File: src/hdl/qrs_pkg.sv
// shared types and constants for the quadratic root solver
// no dependencies; every other file in hdl uses this package
package qrs_pkg;

   localparam int COEF_WIDTH  = 16;
   localparam int FRAC_BITS   = 16;
   localparam int ROOT_WIDTH  = 48;
   localparam int QUEUE_DEPTH = 4;

   typedef enum logic [2:0] {
      KIND_INFINITE = 3'd0,
      KIND_NONE     = 3'd1,
      KIND_LINEAR   = 3'd2,
      KIND_DOUBLE   = 3'd3,
      KIND_TWO      = 3'd4
   } kind_type;

   typedef struct packed {
      logic signed [COEF_WIDTH-1:0] coef_quad;
      logic signed [COEF_WIDTH-1:0] coef_lin;
      logic signed [COEF_WIDTH-1:0] coef_const;
   } req_type;

   typedef struct packed {
      kind_type                     root_kind;
      logic signed [ROOT_WIDTH-1:0] root_first;
      logic signed [ROOT_WIDTH-1:0] root_second;
   } rsp_type;

   // what travels alongside the square root: kind, numerator base and denominator
   typedef struct packed {
      kind_type                   kind;
      logic signed [COEF_WIDTH:0] nbase;
      logic signed [COEF_WIDTH:0] den;
   } side_type;

   typedef struct packed {
      side_type                  side;
      logic [2*COEF_WIDTH:0]     disc;
   } entry_type;

endpackage

File: src/hdl/qrs_queue.sv
// short queue between the front end and the arithmetic back end
// depends on qrs_pkg
module qrs_queue (
   input  logic                clock,
   input  logic                reset,
   input  logic                push,
   input  qrs_pkg::entry_type  push_entry,
   input  logic                pop,
   output qrs_pkg::entry_type  head_entry,
   output logic                empty,
   output logic                full
);
   localparam int QD  = qrs_pkg::QUEUE_DEPTH;
   localparam int QPW = $clog2(QD);
   localparam int QCW = $clog2(QD + 1);

   qrs_pkg::entry_type ents_ff [QD];
   logic [QPW-1:0]     wr_ptr_ff, rd_ptr_ff;
   logic [QCW-1:0]     count_ff;

   assign empty      = (count_ff == '0);
   assign full       = (count_ff == QCW'(QD));
   assign head_entry = ents_ff[rd_ptr_ff];

   always_ff @(posedge clock) begin
      if (reset) begin
         wr_ptr_ff <= '0;
         rd_ptr_ff <= '0;
         count_ff  <= '0;
      end else begin
         if (push) wr_ptr_ff <= (wr_ptr_ff == QPW'(QD-1)) ? '0 : wr_ptr_ff + 1'b1;
         if (pop)  rd_ptr_ff <= (rd_ptr_ff == QPW'(QD-1)) ? '0 : rd_ptr_ff + 1'b1;
         if (push && !pop)      count_ff <= count_ff + 1'b1;
         else if (pop && !push) count_ff <= count_ff - 1'b1;
      end
      if (push) ents_ff[wr_ptr_ff] <= push_entry;
   end

endmodule

File: config.mk
export PLATFORM = sky130hd
export DESIGN_NAME = qrs_queue
export DESIGN_NICKNAME = d
export VERILOG_FILES = /design/src/hdl/qrs_pkg.sv /design/src/hdl/qrs_queue.sv
export SDC_FILE = /design/constraint.sdc
export NUM_CORES = 1
export LEC_CHECK = 0
export ABC_AREA = 1
export BUFFER_PORTS_ARGS = -buffer_cell sky130_fd_sc_hd__clkbuf_2
export CORE_MARGIN = 3
export CORE_UTILIZATION = 57
export CTS_CLUSTER_DIAMETER = 100
export DETAILED_ROUTE_END_ITERATION = 8
export GPL_TIMING_DRIVEN = 0
export PLACE_DENSITY_LB_ADDON = 0.25
export SETUP_SLACK_MARGIN = 0.2
export SLEW_MARGIN = 20
export SYNTH_ARGS = -nofsm -noshare
export SYNTH_HDL_FRONTEND = slang
export SYNTH_SLANG_ARGS = --single-unit
File: constraint.sdc
create_clock -name clock -period 3.2 [get_ports clock]
set_clock_uncertainty 0.15 [all_clocks]
set_input_delay 0.32 -clock clock [delete_from_list [all_inputs] [get_ports clock]]
set_output_delay 0.32 -clock clock [all_outputs]
set_load 0.01 [all_outputs]
# ---- Word level (Yosys, flattened, before mapping)
# Memory sizes are Yosys's and may differ from the RTL's. A register that Yosys moved wholly into a read port is not among the register bits.
# Index checks and enable logic that the tools add are counted.
dict set report word_totals {
  regBits 7
  latchBits 0
  ram_bits 280
  romBits 0
  inputBits 74
  out_inout_bits 72
  elab_cells 25
  mem_count 1
}
# name depth width read_ports rd_clocked_by_memory_dff write_ports line
set mem_list {}
lappend mem_list {ents_ff 4 70 1 1 1 qrs_queue.sv:17} ;# qrs_pkg::entry_type ents_ff [QD];
dict set report op_classes {
  add_sub_neg 4
  mul 0
  div_mod_pow 0
  order_cmp 0
  n_eq_ne 3
  shift 0
  mux 8
  bitwise 0
  n_reduce_logical 6
}
# cell n
set op_table {}
lappend op_table {{two-way mux 2 bit} 4}
lappend op_table {{two-way mux 3 bit} 2}
lappend op_table {{adder 2 x 1 -> 2 bit (second input constant)} 2}
lappend op_table {{equality test 2 bit (second input constant)} 2}
lappend op_table {{adder 3 x 1 -> 3 bit (second input constant)} 1}
lappend op_table {{equality test 3 bit (second input constant)} 1}
lappend op_table {{zero test 3 bit} 1}
lappend op_table {{subtractor 3 x 1 -> 3 bit (second input constant)} 1}
lappend op_table {{logical AND 1 bit} 2}
lappend op_table {{zero test 1 bit} 2}
lappend op_table {{two-way mux 1 bit} 2}
lappend op_table {{nonzero test 2 bit} 1}

# ---- Depth between registers and ports, before layout
dict set report logic_depth {
  depth_word 4
  depth_mapped 10
  mapped_depth_nobuf 10
}

# ---- Least setup slack after synthesis
# No wires, ideal clock.
dict set report synth_timing {
  path_kind {register to register}
  startpoint {register wr_ptr_ff[0]}
  endpoint {memory ents_ff[3][0] (netlist bit), enable pin}
  setup_time_ps 424
  arrival_time_ps 1949
  required_time_ps 2626
  slack_ps 677
  path_stages_with_launch 4
  path_buffers 0
  synth_period_minus_slack_ps 2523
  cell_sequence {dfxtp_1 -> ha_1 -> nand2_1 -> inv_1}
}
# element line
set synth_rtl {}
lappend synth_rtl {{start, declared} qrs_queue.sv:18} ;# logic [QPW-1:0] wr_ptr_ff, rd_ptr_ff;
lappend synth_rtl {{start signal, assigned} qrs_queue.sv:31} ;# if (push) wr_ptr_ff <= (wr_ptr_ff == QPW'(QD-1)) ? '0 : wr_ptr_ff + 1'b1;
lappend synth_rtl {{end, declared} qrs_queue.sv:17}
# No word-level cell before the write port.

==> flow_metrics.py <==
metrics = {
    "sta": {
        "final_max_slew_viol_count": 0,
        "period_share_pct": 88.9,
        "worst_slew_pin_slew_ns": 0.626,
        "setup_violations": 0,
        "hold_viol": 0,
        "fin_crit_ns": 2.85,
        "rsz0062_at_grt": "false",
        "tns_ns": 0,
        "max_slew_margin_pct": 58.3,
        "clock.fmax_mhz": 351,
    },
    "clocking": {
        "cts_buffer_depth": 3,
        "ctsHtreeMaxLevel": 1,
        "cts_resized": 0,
        "clock-sinks": 289,
        "cts_setup_buffers": 0,
        "cts.clk_slew.worst_paths_ns": 0.06,
        "cts_hold_buffers": 73,
        "cts_buffers": 29,
        "clock-root-buffer": "clkbuf_16",
        "clock_latency_ns": 0.54,
        "cts_tree": "done",
    },
    "hold_path": {
        "min_from": "push_entry[51]",
        "hold_class": "in -> reg",
    },
    "final_layout": {
        "fillers": 1258,
        "final_util_pct": 72.8,
        "syn_to_final_growth_pct": 25.0,
        "drive_gt1_share_pct": 30.3,
        "nets": 1069,
    },
    "pwr": {
        "comb_power_share_pct": 11.7,
        "power_density_nw_per_um2": 611,
        "p_clk_share_pct": 38.1,
        "p_leak_nw": 5.10,
        "power_mw": 8.72,
        "p_switching_mw": 2.03,
        "power_switching_share_pct": 23.3,
        "vdd_drop_max_uv": 525,
        "p_seq_share_pct": 50.1,
        "power.internal_mw": 6.69,
    },
    "critical_path": {
        "critPathSlowestCell": "dfxtp_1",
        "slowest_delay_ns": 0.45,
        "path_class": "reg -> out",
        "critPathBufInv": 3,
        "endpoint_kind": "output pin",
        "critical_path_peak_fanout": 10,
        "worstPathRequired_ns": 2.73,
        "cp.arrival_ns": 2.38,
        "reg2reg_from": "wr_ptr_ff[1]$_SDFFE_PP0P_",
        "cpLargestDelayFamily": "buffers and inverters",
        "cp-start-kind": "register",
        "crit_chain": "inv_1 > clkbuf_1 > o21ai_1 > o22ai_1 > clkbuf_2",
    },
    "route": {
        "wl_mm": 24.3,
        "drt_iter0_drc": 345,
        "dr.pass1.iters": 5,
        "antenna_left": 0,
        "vias": 6962,
        "avgRoutedWirePerCell_um": 19.0,
        "post-route-drc-count": 0,
        "vias_per_cell": 5.45,
    },
    "global_route": {
        "grt.overflow.total": 0,
        "grt_pass1_vias": 7113,
        "grt_pass1_wl_mm": 38.1,
        "grt_usage_pct": 22.5,
        "antenna_found_initial": 1,
        "grt_max_degree": 46,
    },
    "yosys": {
        "syn_nets": 816,
        "syn_inst": 735,
        "synth_simple_gate_area_share_pct": 8.04,
        "synth_seq_cells": 289,
        "ys_seq_area_share_pct": 75.3,
        "muxShareOfSynthArea_pct": 0,
        "synth_fa_ha_area_share_pct": 0.834,
        "synth_cell_types": 22,
        "yosysWarnings": 0,
        "avgSynthCellArea_um2": 15.5,
        "synth_area_um2": 11400,
        "synth_top_family_by_area": "compound AO/OA/AOI/OAI gates",
        "synth_compound_area_share_pct": 12.4,
        "synth_xor_area_share_pct": 0.0768,
    },
    "floorplan": {
        "rows": 51,
        "die_y_um": 147,
        "fp.dieArea_um2": 21700,
        "die_w_um": 147,
        "start_util_pct": 58.2,
        "ios": 146,
        "core-area_um2": 19600,
    },
    "outcome": {
        "outcome": "finished clean",
    },
    "placement": {
        "gp_congestion": 0.740,
        "portBuffers": 145,
        "place_hpwl_mm": 13.9,
    },
    "run": {
        "max_cap_violations": 0,
    },
}
## worst reg2reg max path: stages, from the launching register on
cell	delay, ns
dfxtp_1	0.33
inv_1	0.10
ha_1	0.15
nand2_1	0.08
inv_4	0.47
buf_12	0.31
## cell usage after synthesis (all sizes together)
cell,instances,area [um^2]
nor3,4,20.0
nand2,8,30.0
ha,6,75.1
inv,16,65.1
buf,24,239
fa,1,20.0
o22ai,70,688
xor2,1,8.76
nand3,1,5.00
nand4,1,6.26
nor2,148,856
edfxtp,280,8410
clkbuf,20,75.1
dfxtp,9,180
o21ai,143,716
a21oi,3,15.0
## power groups by stage
stage | sequential [mW] | clock (mW) | combinational (mW)
finish | 4.37 | 3.33 | 1.02
global route | 4.38 | 3.56 | 1.12
CTS | 4.37 | 3.38 | 1.03
detailed placement | 4.45 | 0 | 0.950
global placement | 4.46 | 0 | 0.917
floorplan | 4.45 | 0 | 0.553
## registers in the layout (all words and copies together), names as in the netlist, named ones only
signal     count
wr_ptr_ff      2
ents_ff      280
count_ff       3
rd_ptr_ff      2
## final cells by class
cell class / instances / area, um^2 / share of cell area, %
clock inverters: 20 / 185 / 1.30
diodes: 1 / 2.50 / 0.0175
inverters: 16 / 75.1 / 0.526
clock buffers: 34 / 774 / 5.43
multi-input cells: 386 / 2440 / 17.1
well taps: 265 / 332 / 2.32
plain buffers: 44 / 314 / 2.20
repair buffers: 222 / 1550 / 10.9
flip-flops and latches: 289 / 8590 / 60.2
## stage by stage
step                      instance area (um^2)  worst slack (ns)  cells  hold slack [ns]
after floorplan                          11400             0.677    735            0.242
after global placement                   12500            -0.472   1145            0.371
after detailed placement                 12600             0.912   1149            0.383
after CTS                                14300             0.336   1276            0.365
after global routing                     14300             0.207   1277            0.376
final                                    14300             0.354   1277            0.383
## final timing paths
kind              slack, ns                        to  cells after the start
setup / recovery       0.35            head_entry[21]                      5
setup reg to reg       1.29  ents_ff[1][15]$_DFFE_PP_                      5
hold reg to reg        0.39                  register                      2
hold / removal         0.38  ents_ff[3][51]$_DFFE_PP_                      2
## per-layer routing
layer	routed length (um)	share of wire, %	vias up	track usage, %
met3	1840	7.6	44	5.12
met4	494	2.0	0	7.18
met5	0	0	-	0
met1	9930	41	3391	30.4
li1	-	-	3281	-
met2	12000	49	246	37.1
## layout by cell type (no fill, tap or decap), types with 2 or more instances in the layout
master	n
a21oi_1	3
buf_12	7
buf_16	2
buf_2	12
buf_6	7
bufinv_16	3
clkbuf_1	22
clkbuf_16	29
clkbuf_2	145
clkbuf_8	3
clkinv_1	4
clkinv_2	8
clkinvlp_4	3
dfxtp_1	9
dlygate4sd3_1	73
edfxtp_1	280
ha_1	6
inv_1	11
inv_4	4
inv_6	2
nand2_1	8
nor2_1	108
nor2_4	40
nor3_1	4
o21ai_0	113
o21ai_1	30
o22ai_1	30
o22ai_2	40
## logic make-up after synthesis
| logic type | count (synthesis) |
|---|---|
| buf+inv | 60 |
| fa+ha+maj | 7 |
| simple gates | 162 |
| compound gates | 216 |
| flops | 289 |
| xor+xnor | 1 |
No activity file was read; power rests on OpenSTA's default activity.
