## src/hdl/qrs_pkg.sv

```systemverilog
// shared types and constants for the quadratic root solver
// no dependencies; every other file in hdl uses this package
package qrs_pkg;

   localparam int COEF_WIDTH  = 16;
   localparam int FRAC_BITS   = 16;
   localparam int ROOT_WIDTH  = 48;
   localparam int QUEUE_DEPTH = 4;

   typedef enum logic [2:0] {
      KIND_INFINITE = 3'd0,
      KIND_NONE     = 3'd1,
      KIND_LINEAR   = 3'd2,
      KIND_DOUBLE   = 3'd3,
      KIND_TWO      = 3'd4
   } kind_type;

   typedef struct packed {
      logic signed [COEF_WIDTH-1:0] coef_quad;
      logic signed [COEF_WIDTH-1:0] coef_lin;
      logic signed [COEF_WIDTH-1:0] coef_const;
   } req_type;

   typedef struct packed {
      kind_type                     root_kind;
      logic signed [ROOT_WIDTH-1:0] root_first;
      logic signed [ROOT_WIDTH-1:0] root_second;
   } rsp_type;

   // what travels alongside the square root: kind, numerator base and denominator
   typedef struct packed {
      kind_type                   kind;
      logic signed [COEF_WIDTH:0] nbase;
      logic signed [COEF_WIDTH:0] den;
   } side_type;

   typedef struct packed {
      side_type                  side;
      logic [2*COEF_WIDTH:0]     disc;
   } entry_type;

endpackage

```

## src/hdl/qrs_front.sv

```systemverilog
// front end: takes coefficient words, forms the discriminant and classifies
// depends on qrs_pkg
module qrs_front (
   input  logic                clock,
   input  logic                reset,
   input  logic                req_valid,
   output logic                req_ready,
   input  qrs_pkg::req_type    req,
   output logic                out_valid,
   input  logic                out_ready,
   output qrs_pkg::entry_type  out_entry
);
   localparam int CW = qrs_pkg::COEF_WIDTH;
   localparam int DW = 2*CW + 3;

   logic                     f1_valid_ff;
   logic signed [CW-1:0]     a_ff, b_ff, c_ff;
   logic signed [2*CW-1:0]   bb_ff, ac_ff;
   logic signed [2*CW-1:0]   bb_in, ac_in;
   logic                     f2_valid_ff;
   qrs_pkg::entry_type       entry_ff, entry_in;
   logic signed [DW-1:0]     disc;
   logic                     load1, load2;

   assign load2     = !f2_valid_ff || out_ready;
   assign load1     = !f1_valid_ff || load2;
   assign req_ready = load1;
   assign out_valid = f2_valid_ff;
   assign out_entry = entry_ff;

   assign bb_in = req.coef_lin * req.coef_lin;
   assign ac_in = req.coef_quad * req.coef_const;
   assign disc  = DW'(bb_ff) - (DW'(ac_ff) <<< 2);

   always_comb begin
      entry_in.side.kind  = qrs_pkg::KIND_NONE;
      entry_in.side.nbase = '0;
      entry_in.side.den   = (CW+1)'(1);
      entry_in.disc       = '0;
      if (a_ff == '0) begin
         if (b_ff == '0) begin
            entry_in.side.kind = (c_ff == '0) ? qrs_pkg::KIND_INFINITE : qrs_pkg::KIND_NONE;
         end else begin
            entry_in.side.kind  = qrs_pkg::KIND_LINEAR;
            entry_in.side.nbase = -((CW+1)'(c_ff));
            entry_in.side.den   = (CW+1)'(b_ff);
         end
      end else if (disc == '0) begin
         entry_in.side.kind  = qrs_pkg::KIND_DOUBLE;
         entry_in.side.nbase = -((CW+1)'(b_ff));
         entry_in.side.den   = (CW+1)'(a_ff) <<< 1;
      end else if (!disc[DW-1]) begin
         entry_in.side.kind  = qrs_pkg::KIND_TWO;
         entry_in.side.nbase = -((CW+1)'(b_ff));
         entry_in.side.den   = (CW+1)'(a_ff) <<< 1;
         entry_in.disc       = disc[2*CW:0];
      end
   end

   always_ff @(posedge clock) begin
      if (reset) begin
         f1_valid_ff <= 1'b0;
         f2_valid_ff <= 1'b0;
      end else begin
         if (load1) f1_valid_ff <= req_valid;
         if (load2) f2_valid_ff <= f1_valid_ff;
      end
      if (load1 && req_valid) begin
         a_ff  <= req.coef_quad;
         b_ff  <= req.coef_lin;
         c_ff  <= req.coef_const;
         bb_ff <= bb_in;
         ac_ff <= ac_in;
      end
      if (load2) entry_ff <= entry_in;
   end

endmodule

```

## config.mk

```make
export PLATFORM = sky130hd
export DESIGN_NAME = qrs_front
export DESIGN_NICKNAME = d
export VERILOG_FILES = /design/src/hdl/qrs_pkg.sv /design/src/hdl/qrs_front.sv
export SDC_FILE = /design/constraint.sdc
export NUM_CORES = 2
export LEC_CHECK = 0
export BUFFER_PORTS_ARGS = -buffer_cell sky130_fd_sc_hd__buf_2
export CORE_UTILIZATION = 65
export CTS_CLUSTER_SIZE = 16
export DETAILED_ROUTE_END_ITERATION = 10
export PLACE_DENSITY = 0.9
export SLEW_MARGIN = 20
export SYNTH_ARGS = -nofsm -noshare
export SYNTH_HDL_FRONTEND = slang
export SYNTH_SLANG_ARGS = --single-unit
```

## constraint.sdc

```tcl
create_clock -name clock -period 8.8 [get_ports clock]
set_input_delay 1.76 -clock clock [delete_from_list [all_inputs] [get_ports clock]]
set_output_delay 1.76 -clock clock [all_outputs]
set_load 0.005 [all_outputs]
```

* Word-level counts from Yosys, hierarchy flattened
Index checks and enable logic that the tools add are counted.
** Cells by class
- $add $sub $neg :: 3
- Multipliers :: 2
- Mux-type cells :: 6
- Reduce and logical (&&, ||, !) cells :: 10
** Operator list (count)
- two-way mux 37 bit :: 2
- two-way mux 70 bit :: 1
- multiplier 16 x 16 -> 32 bit :: 2
- logical NOT 16 bit :: 3
- logical NOT 35 bit :: 1
- subtractor 32 x 34 -> 35 bit :: 1
- two-way mux 34 bit :: 1
- negation 16 -> 17 bit :: 2
- OR reduction 3 bit :: 1
- logical NOT 1 bit :: 2
- logical OR 1 bit :: 2
- two-way mux 2 bit :: 1
- logical AND 1 bit :: 1
- two-way mux 1 bit :: 1
** Storage, ports and cells
- Register bits after elaboration :: 184
- Input bits :: 52
- Output and inout port bits :: 72
- Word-level logic and storage cells :: 32

* Depth between registers and ports, before layout
- Depth in word-level cells :: 4
- Gate-level depth with buffers :: 27
- Mapped depth without buffers :: 26

* Worst setup path after synthesis
No wires, ideal clock.
- Kind :: input to register
- Start :: input port req[31] in the netlist's numbering
- End :: register bb_ff[31], data pin
- Setup time :: 260 ps
- Arrival time :: 7494 ps
- Data required time :: 8540 ps
- Setup slack :: 1046 ps
- Stages :: 23
- Path buffers :: 2
- Path through :: clkbuf_1 > buf_1 > nand2_1 > fa_1 > inv_1 > fa_1 > inv_1 > fa_1 > fa_1 > fa_1 > fa_1 > inv_1 > ha_1 > inv_1 > o21bai_1 > a21oi_1 > o21ai_0 > nand2_1 > nand3_1 > or4_1 > a31o_2 > a21oi_1 > xnor2_1
** On the way
- Word-level cells in the longest chain between the ends :: 1
** Ends and longest elaborated chain
- start: declaration :: RTL line qrs_front.sv:8 : input qrs_pkg::req_type req,
- multiplier 16 x 16 -> 32 bit :: RTL line qrs_front.sv:31 : assign bb_in = req.coef_lin * req.coef_lin;
- via bb_in[31] :: RTL line qrs_front.sv:19 : logic signed [2*CW-1:0] bb_in, ac_in;
- end signal: assignment :: RTL line qrs_front.sv:72 : bb_ff <= bb_in;
- end: declaration :: RTL line qrs_front.sv:18 : logic signed [2*CW-1:0] bb_ff, ac_ff;
The timed path passes the listed nets, and every way through them passes these cells.
A chain may end at the register's enable or synchronous reset.

* Worst setup path in the final report
- Start :: input port req[4] in the netlist's numbering
- End :: register ac_ff[24], data pin
** On the way
- Word-level cells in the longest chain between the ends :: 1
** Ends and longest elaborated chain
- multiplier 16 x 16 -> 32 bit :: RTL line qrs_front.sv:32 : assign ac_in = req.coef_quad * req.coef_const;
- via ac_in[24] :: RTL line qrs_front.sv:19
- end signal: assignment :: RTL line qrs_front.sv:73 : ac_ff <= ac_in;
- end: declaration :: RTL line qrs_front.sv:18
The timed path passes the listed nets, and every way through them passes these cells.

==> impl_metrics.env <==
export IMPL_status="finished with violations"
export IMPL_violations="DRC"
export IMPL_postCtsHoldBufs=0
export IMPL_dp_cells=3311
export IMPL_path_class="input pin to register"
export IMPL_timing_fmax_mhz=125
export IMPL_coreArea_sq_um=41000
export IMPL_synth_async_reset_ratio=0
export IMPL_cts_made_buffers=17
export IMPL_utilization=0.701
export IMPL_worst_ep_required_time_ns=8.99
export IMPL_routed_wl_mm=63.8
export IMPL_synth_area_sq_um=27200
export IMPL_synth_top_area_share=0.366
export IMPL_io_buffers=122
export IMPL_synth_cell_types=74
export IMPL_slew_headroom=0.318
export IMPL_syn_inst=2731
export IMPL_drt_iter0_drc=1723
export IMPL_finalCritPeriodShare=0.906
export IMPL_place_congestion=0.959
export IMPL_critPathLaunchType="input pin"
export IMPL_cts_setup_buffers=0
export IMPL_cts_tree="built"
export IMPL_timing_max_cap_violations=0
export IMPL_drc=16
export IMPL_fin_nets=3551
export IMPL_std_cell_rows=74
export IMPL_clock_sinks=181
export IMPL_synthesis_nets=3484
export IMPL_rsz0062_at_grt="no"
export IMPL_hpwl_mm=52.1
export IMPL_grt_usage=0.319
export IMPL_tns_ns=0
export IMPL_slew_viol_final=0
export IMPL_fin_cells=3342
export IMPL_wl_per_cell_um=19.1
export IMPL_worstMarginPinSlew_ns=1.02
export IMPL_area_delta_synth_final_pct=5.64
export IMPL_clock_path_buffers=2
export IMPL_h_tree_depth=4
export IMPL_vias=19498
export IMPL_via_per_inst=5.83
export IMPL_fillers=2898
export IMPL_io_pins=124
export IMPL_synth_avg_cell_area_sq_um=9.96
export IMPL_post_cts_resized=0
export IMPL_overflow=0
export IMPL_drive_gt1_frac=0.0633
export IMPL_grt_pass1_vias=20928
export IMPL_ys_ff_latch=181
export IMPL_initial_core_util=0.663
export IMPL_clkSlewWorstSetupHoldPaths_ns=0.07
export IMPL_grt_max_degree=76
export IMPL_cp_data_arrival_time_ns=8.16
export IMPL_synth_edf_count=179
export IMPL_ys_warn_count=0
export IMPL_fp_dieArea_sq_um=42700
export IMPL_antenna_cells=0
export IMPL_cts_root_buf="clkbuf_16"
export IMPL_fp_dieH_um=207
export IMPL_antenna_found_initial=0
export IMPL_hold_viol_final=0
export IMPL_die_w_um=207
export IMPL_clkLatencyLatePin_ns=0.45
export IMPL_setup_violations=0
export IMPL_min_period_ns=7.97
export IMPL_setup_worst_path_end_class="register"
export IMPL_ant_nets=0
export IMPL_cp_max_fo=17
export IMPL_synth_seq_area_share=0.199
export IMPL_synth_area_top_cells="fa_1, edfxtp_1, ha_1"
export IMPL_synth_ff_type="edfxtp_1"
export IMPL_first_pass_iters=9
export IMPL_finClkSkew_ns=0.0149
export IMPL_hp_class="register to register"
export IMPL_grt_pass1_wl_mm=104
export IMPL_synth_top_area_cell="fa_1"
## path summary, 6_finish.rpt
check	slack, ns	depth (start not counted)	start	end
min reg2reg	0.52	2	f1_valid_ff	out_valid
max reg2reg	4.06	14	bb_ff[2]	out_entry[67]
max	0.83	23	req[4]	ac_ff[24]
min	0.52	2	f1_valid_ff	out_valid
## worst max-delay path, stage by stage
cell       delay [ns]
buf_2            0.22
and2_1           0.23
fa_1             0.53
inv_1            0.05
fa_1             0.46
fa_1             0.53
inv_1            0.06
fa_1             0.51
fa_1             0.49
inv_1            0.05
fa_1             0.48
inv_1            0.04
ha_1             0.34
nor2b_1          0.16
o21ai_0          0.17
a211o_1          0.15
o21ai_0          0.24
a211oi_1         0.43
o21bai_1         0.14
a2111oi_0        0.66
o31ai_1          0.17
a21oi_1          0.20
xnor2_1          0.09
## area by class of cell
cell class	instances	area (sq um)	share of cell area
timing repair buffer	126	641	0.0223
sequential	181	5420	0.188
clock buffer	19	433	0.0151
inverter	652	2450	0.0851
clock inverter	12	123	0.00427
tap	532	666	0.0232
multi-input combinational	1820	19000	0.662
## state kept, by name, indices dropped and copies added, names as in the netlist
signal       count
a_ff            16
ac_ff           32
b_ff            16
bb_ff           30
c_ff            16
f1_valid_ff      1
out_entry       69
out_valid        1
## logic make-up (layout without fill, tap and decap cells)
| logic type | Yosys count | after routing | share of synthesized area |
|---|---|---|---|
| compound gates | 290 | 290 | 0.0720 |
| xor+xnor | 123 | 123 | 0.0396 |
| fa+ha+maj | 701 | 701 | 0.459 |
| buf+inv | 730 | 809 | 0.102 |
| flops | 181 | 181 | 0.199 |
| mux | 2 | 2 | 0.00120 |
| other cells | 1 | 1 | 0.000138 |
| simple gates | 703 | 703 | 0.127 |
## cells in the mapped netlist (13+ instances only)
master,count
inv_1,652
nor4_1,13
nand2_1,246
fa_1,497
xnor2_1,81
nand2b_1,23
edfxtp_1,179
a22o_1,17
a21o_1,29
a21oi_1,71
o21ai_0,51
and2_1,178
o22ai_1,16
nand3_1,22
clkbuf_1,63
nor2_1,119
ha_1,204
nor3_1,33
xor2_1,42
o21a_1,16
nor2b_1,20
## routing by layer
metal	part of all wire	routed length, um	GRT usage	vias up
li1	-	-	-	8603
met1	0.37	23500	0.405	9777
met2	0.51	32700	0.548	886
met3	0.069	4410	0.0372	232
met4	0.050	3170	0.154	0
met5	0	0	0	-
## cell usage in the layout (no fill, tap or decap), types with 4 or more instances in the layout
cell type | Yosys | routed
clkinvlp_4 | 0 | 4
nor3_1 | 33 | 33
and3_1 | 9 | 9
a31o_2 | 6 | 6
a211oi_1 | 9 | 9
o21a_1 | 16 | 16
a22o_1 | 17 | 17
a31oi_1 | 8 | 8
fa_1 | 497 | 497
buf_2 | 8 | 122
nand2b_1 | 23 | 23
or2_2 | 6 | 6
xor2_1 | 42 | 42
a21o_1 | 29 | 29
clkbuf_16 | 0 | 17
and2_1 | 178 | 177
nand2_1 | 246 | 246
or3_1 | 10 | 10
or4_1 | 5 | 5
o22ai_1 | 16 | 16
xnor2_1 | 81 | 81
o21bai_1 | 11 | 11
nor2_1 | 119 | 119
a21oi_1 | 71 | 71
nand4_1 | 8 | 8
buf_4 | 1 | 4
nand3_1 | 22 | 22
o31ai_1 | 4 | 4
o211ai_1 | 6 | 6
ha_1 | 204 | 204
inv_1 | 652 | 651
nor4_1 | 13 | 13
o21ai_0 | 51 | 51
edfxtp_1 | 179 | 179
nor2b_1 | 20 | 20
a211o_1 | 7 | 7
## metrics by stage
| stage | instance area (sq um) | worst slack (ns) | hold slack (ns) |
|---|---|---|---|
| floorplan | 27200 | 1.05 | 0.463 |
| global placement | 28200 | 0.726 | 0.481 |
| detailed placement | 28200 | 0.458 | 0.506 |
| CTS | 28700 | 0.898 | 0.515 |
| global route | 28700 | 0.512 | 0.556 |
| finish | 28700 | 0.829 | 0.516 |
Power is left out: the tool's default activity adds up to more than one toggle a clock period on the data nets, which glitch-free logic cannot reach.
